$ cat src/rtl/assert_macros.svh
// Assertion macros shared by the RTL files of the min/max aggregator.
// A checking build gets assertions; a build with SYNTHESIS defined gets empty bodies.
`ifndef ASSERT_MACROS_SVH
`define ASSERT_MACROS_SVH
`ifndef SYNTHESIS
`define MMRA_ASSERT(lbl, prop) \
  lbl: assert property (@(posedge clk_i) disable iff (!rst_ni) prop) \
    else $error("assertion failed");
`define MMRA_ASSERT_NR(lbl, prop) \
  lbl: assert property (@(posedge clk_i) prop) else $error("assertion failed");
`else
`define MMRA_ASSERT(lbl, prop)
`define MMRA_ASSERT_NR(lbl, prop)
`endif
`endif

$ cat src/rtl/mmra_queue.sv
// ----------------------------------------------------------------------------
// mmra_queue
// Short command queue between the front end and the back end.
// ----------------------------------------------------------------------------
`default_nettype none
`include "assert_macros.svh"
module mmra_queue #(
  parameter int WIDTH = 8,
  parameter int DEPTH = 2
) (
  input  wire logic             clk_i,
  input  wire logic             rst_ni,
  input  wire logic             push_i,
  input  wire logic [WIDTH-1:0] wdata_i,
  input  wire logic             pop_i,
  output logic      [WIDTH-1:0] rdata_o,
  output logic                  empty_o,
  output logic                  full_o
);
  localparam int PW = (DEPTH > 1) ? $clog2(DEPTH) : 1;
  localparam int CW = $clog2(DEPTH + 1);

  logic [WIDTH-1:0] mem_q [DEPTH];
  logic [PW-1:0]    wp_q, wp_d, rp_q, rp_d;
  logic [CW-1:0]    cnt_q, cnt_d;

  assign empty_o = (cnt_q == '0);
  assign full_o  = (cnt_q == CW'(DEPTH));
  assign rdata_o = mem_q[rp_q];

  always_comb begin
    wp_d  = wp_q;
    rp_d  = rp_q;
    cnt_d = cnt_q;
    if (push_i) begin
      wp_d = (wp_q == PW'(DEPTH - 1)) ? '0 : wp_q + 1'b1;
    end
    if (pop_i) begin
      rp_d = (rp_q == PW'(DEPTH - 1)) ? '0 : rp_q + 1'b1;
    end
    if (push_i && !pop_i) begin
      cnt_d = cnt_q + 1'b1;
    end else if (pop_i && !push_i) begin
      cnt_d = cnt_q - 1'b1;
    end
  end

  always_ff @(posedge clk_i or negedge rst_ni) begin
    if (!rst_ni) begin
      wp_q  <= '0;
      rp_q  <= '0;
      cnt_q <= '0;
    end else begin
      wp_q  <= wp_d;
      rp_q  <= rp_d;
      cnt_q <= cnt_d;
    end
  end

  always_ff @(posedge clk_i) begin
    if (push_i) begin
      mem_q[wp_q] <= wdata_i;
    end
  end

  `MMRA_ASSERT(a_cnt_range, cnt_q <= CW'(DEPTH))
  `MMRA_ASSERT(a_no_pop_empty, pop_i |-> !empty_o)
  `MMRA_ASSERT(a_no_push_full, push_i |-> !full_o)
endmodule
`default_nettype wire

$ cat config.mk
export PLATFORM = sky130hd
export DESIGN_NAME = mmra_queue
export DESIGN_NICKNAME = d
export VERILOG_FILES = /design/src/rtl/mmra_queue.sv
export VERILOG_INCLUDE_DIRS = /design/src /design/src/rtl
export SDC_FILE = /design/constraint.sdc
export NUM_CORES = 1
export LEC_CHECK = 0
export ABC_AREA = 0
export BUFFER_PORTS_ARGS = -buffer_cell sky130_fd_sc_hd__buf_2
export CELL_PAD_IN_SITES_DETAIL_PLACEMENT = 2
export CELL_PAD_IN_SITES_GLOBAL_PLACEMENT = 2
export CORE_MARGIN = 2
export CORE_UTILIZATION = 34
export DETAILED_ROUTE_END_ITERATION = 10
export PLACE_DENSITY_LB_ADDON = 0.3
export SKIP_LAST_GASP = 1
export SLEW_MARGIN = 20
export SYNTH_ARGS = -nofsm -noshare
export SYNTH_HDL_FRONTEND = slang
export SYNTH_SLANG_ARGS = --single-unit
$ cat constraint.sdc
create_clock -name clk_i -period 1.6 [get_ports clk_i]
set_input_delay 0.16 -clock clk_i [delete_from_list [all_inputs] [get_ports clk_i]]
set_output_delay 0.16 -clock clk_i [all_outputs]
set_load 0.02 [all_outputs]
## After elaboration in Yosys (flattened, before gate mapping)

Memory sizes are Yosys's and may differ from the RTL's.
Cells that the tools add are included.

- Reduce and logical (&&, ||, !) cells: 6
- Eq/ne operators: 1
- $add $sub $neg: 4
- Muxes and demuxes: 6

Operator list:

| kind | count |
|---|---|
| $mux W1 | 4 |
| $mux W2 | 2 |
| $add A1 B1 Y1 const B | 2 |
| $add A2 B1 Y2 const B | 1 |
| $eq A2 B2 Y1 const B | 1 |
| $logic_and A1 B1 Y1 | 2 |
| $logic_not A1 Y1 | 2 |
| $logic_not A2 Y1 | 1 |
| $reduce_bool A2 Y1 | 1 |
| $sub A2 B1 Y2 const B | 1 |

- Memories kept: 1
- Input port bits: 12
- RAM bits: 16
- Register bits: 4
- Logic and storage cells: 21
- Output and inout bits: 10

Memories:

| name | words | bits a word | read ports | clocked after Yosys merged registers in | wr ports | RTL line | RTL |
|---|---|---|---|---|---|---|---|
| mem_q | 2 | 8 | 1 | 0 | 1 | mmra_queue.sv:23 | `logic [WIDTH-1:0] mem_q [DEPTH];` |

## Longest topological paths before layout

- Word-level depth: 4
- Mapped depth: 5
- Gate-level depth less buffers: 5

## Worst setup path after synthesis

No wires, ideal clock.

- Path type: reg2reg
- From: register wp_q
- To: memory mem_q[0][0], enable pin
- Data required time: 1.227 ns
- Data arrival time: 0.789 ns
- Library setup time: 0.373 ns
- Path buffers: 0
- Path slack: 0.438 ns
- Stages on the path, launching flop included: 2
- Clock period less this slack: 1.162 ns
- Path through: dfrtp_1 -> nor2b_1

RTL lines:

| element | RTL line | RTL |
|---|---|---|
| from (decl) | mmra_queue.sv:24 | `logic [PW-1:0] wp_q, wp_d, rp_q, rp_d;` |
| from (signal assigned) | mmra_queue.sv:54 | `wp_q <= wp_d;` |
| to (decl) | mmra_queue.sv:23 |  |

No word-level cell before the write port.

## Worst setup path in the final report

- From: register rp_q
- To: output rdata_o[3]

- Word-level cells in the longest chain between the ends: 1

RTL lines:

| element | RTL line | RTL |
|---|---|---|
| from (decl) | mmra_queue.sv:24 |  |
| from (signal assigned) | mmra_queue.sv:55 | `rp_q <= rp_d;` |
| $mem_v2 Z2 W8 | - |  |
| to (decl) | mmra_queue.sv:16 | `output logic [WIDTH-1:0] rdata_o,` |

No other way between the ends.

==> results.sh <==
export IMPL_grt_max_degree=12
export IMPL_rsz0062_at_grt="false"
export IMPL_fin_tns_setup_ns=0
export IMPL_rows=17
export IMPL_cts_setup_buffers=0
export IMPL_cts_clk_slew_worst_paths_ns=0.11
export IMPL_viasPerCell=4.232
export IMPL_start_util=0.3552
export IMPL_synthTopCellsByArea="edfxtp_1 62%, dfrtp_1 13%, mux2_2 12%"
export IMPL_coreArea_um2=2170
export IMPL_drive_above_1_share=0.5224
export IMPL_ys_ff_latch=20
export IMPL_drt_iter0_markers=3
export IMPL_htree_levels=1
export IMPL_combPwrFrac=0.336
export IMPL_die_w_um=51.61
export IMPL_syn_area_per_cell_um2=18.80
export IMPL_yosysMostFrequentCell="edfxtp_1"
export IMPL_end_kind="primary output"
export IMPL_first_pass_iters=2
export IMPL_antenna_found_initial=0
export IMPL_synth_area_um2=770.7
export IMPL_p_per_area_nw_per_um2=1666
export IMPL_cts_buffer_depth=2
export IMPL_cts_sinks=20
export IMPL_relSlewSlack=0.7193
export IMPL_critPathMaxFanout=9
export IMPL_synthCells=41
export IMPL_n_fill_cell=224
export IMPL_hp_class="in -> reg"
export IMPL_multi_input_area_um2=175.2
export IMPL_gr_usage_all_layers=0.1132
export IMPL_drv_cap=0
export IMPL_port_buffers=21
export IMPL_cts_tree="built"
export IMPL_detail_route_wl_per_cell_um=13.13
export IMPL_synth_nets=54
export IMPL_hold_viol_final=0
export IMPL_antenna_left=0
export IMPL_finalSetupViolations=0
export IMPL_fin_area_um2=944.7
export IMPL_yosysWarnings=0
export IMPL_ir_worst_vdd_v=0.0006800
export IMPL_cellLeakagePower_nw=0.3836
export IMPL_dp_hpwl_um=954.9
export IMPL_grt_pass1_wl_um=2187
export IMPL_ys_async_sr_fraction=0.2000
export IMPL_p_sw_frac=0.3357
export IMPL_cp_start_kind="flop"
export IMPL_drcViolationCount=0
export IMPL_max_freq_ghz=0.6799
export IMPL_cp_arrival_ns=1.31
export IMPL_nets=81
export IMPL_die_area_um2=2664
export IMPL_slew_viol_final=0
export IMPL_status="completed"
export IMPL_internal_power_mw=1.046
export IMPL_diodes=0
export IMPL_p_seq_frac=0.512
export IMPL_synth_top_area_frac=0.6234
export IMPL_grt_ovfl_total=0
export IMPL_dpl_cell_area_um2=907.1
export IMPL_synth_edf_count=16
export IMPL_ys_seq_area_frac=0.7532
export IMPL_worst_pin_slew_ns=0.4211
export IMPL_fin_skew_ns=0.006638
export IMPL_io_pins=22
export IMPL_wl_um=1247
export IMPL_area_growth_syn_to_layout_pct=22.56
export IMPL_synth_largest_area_cell="edfxtp_1"
export IMPL_crit_type="reg -> out"
export IMPL_grt_pass1_vias=464
export IMPL_crit_required_ns=1.44
export IMPL_vias=402
export IMPL_netlist_top_cells_count="16 x edfxtp_1, 8 x mux2_2, 4 x dfrtp_1, 4 x xor2_1, 2 x nor2_1"
export IMPL_clk_latency_ns=0.29
export IMPL_gp_congestion=0.6520
export IMPL_layout_min_cycle_time_ns=1.471
export IMPL_die_h_um=51.61
export IMPL_min_period_over_period=0.9193
export IMPL_switching_power_uw=528.3
export IMPL_numCtsBuffers=3
export IMPL_yosysUniqueCellTypes=12
export IMPL_seqCellArea_um2=581.8
export IMPL_p_clk_frac=0.152
export IMPL_cts_root_buf="clkbuf_4"
export IMPL_ys_flop_type="edfxtp_1"
-- worst paths after layout --
| path | start | endpoint | slack, ns | cells after the start |
|---|---|---|---|---|
| min in group asynchronous | rst_ni | rp_q$_DFFE_PN0P_ | 0.20 | 2 |
| hold / removal | wdata_i[5] | mem_q[1][5]$_DFFE_PP_ | 0.05 | 1 |
| setup / recovery | rp_q$_DFFE_PN0P_ | rdata_o[3] | 0.13 | 2 |
| hold reg to reg | wp_q$_DFFE_PN0P_ | wp_q$_DFFE_PN0P_ | 0.49 | 1 |
| setup reg to reg | wp_q$_DFFE_PN0P_ | mem_q[0][2]$_DFFE_PP_ | 0.39 | 2 |
| max in group asynchronous | rst_ni | rp_q$_DFFE_PN0P_ | 1.27 | 2 |
-- cells by family (layout without fill, tap and decap cells) --
logic type / Yosys count / count (layout) / synth area share
xor gates and xnor gates: 5 / 5 / 0.05682
adders and majority gates: 1 / 1 / 0.01623
buffers and inverters: 2 / 28 / 0.01947
DFF: 20 / 20 / 0.7533
muxes: 8 / 8 / 0.1169
and+or+nand+nor: 5 / 5 / 0.03735
-- layer usage --
layer,GRT usage,routed length [um]
met5,0,0
met4,0.02632,0
met3,0.02874,59
met2,0.1816,646
met1,0.1547,542
-- cell usage in the layout, fill, tap and decap left out --
master         count
and2_1             1
and2b_2            1
buf_2             21
buf_4              1
clkbuf_1           1
clkbuf_4           3
dfrtp_1            3
dfrtp_2            1
dlygate4sd3_1      1
edfxtp_1          16
ha_1               1
inv_1              1
mux2_2             8
nor2_1             2
nor2b_1            1
xnor2_1            1
xor2_1             4
-- cell type report --
cell class	count	share of cell area
clock buffers	4	0.02781
inverters	1	0.003974
multi-input cells	19	0.1854
flip-flops and latches	20	0.6159
well taps	28	0.03709
repair buffers	23	0.1298
-- worst max-delay path, cell delays in order, from the launching register on --
cell and delay, ns:
dfrtp_2 0.50, mux2_2 0.37, buf_2 0.16
-- repair_timing --
action,4_1_cts,5_1_grt
gates resized for setup,0,1
endpoints found under the hold margin,4,0
hold buffers,1,0
endpoints found under the setup margin,0,8
-- flip-flops by register name (all words and copies together), names as in the netlist --
| name | cells |
|---|---|
| rp_q | 1 |
| wp_q | 1 |
| mem_q | 16 |
| cnt_q | 2 |
-- power by group through the flow --
stage | Combinational (mW) | Clock [mW] | Sequential [mW]
finish | 0.528 | 0.239 | 0.807
global route | 0.582 | 0.272 | 0.831
CTS | 0.539 | 0.248 | 0.808
detailed placement | 0.534 | 0 | 0.819
global placement | 0.523 | 0 | 0.814
floorplan | 0.428 | 0 | 0.764
-- metrics by stage --
| step | utilization | hold WS, ns | power [mW] | worst slack [ns] | instances |
|---|---|---|---|---|---|
| after detailed placement | 0.4181 | -0.02485 | 1.353 | 0.3392 | 90 |
| after floorplan | - | -0.1356 | 1.192 | 0.4383 | 41 |
| after CTS | 0.4348 | 0.04430 | 1.595 | 0.005508 | 95 |
| after global routing | 0.4354 | 0.03082 | 1.685 | 0.06828 | 95 |
| final | 0.4354 | 0.04948 | 1.574 | 0.1292 | 95 |
| after global placement | 0.4181 | -0.02549 | 1.337 | 0.3385 | 90 |
(Power assumes the default switching activity.)
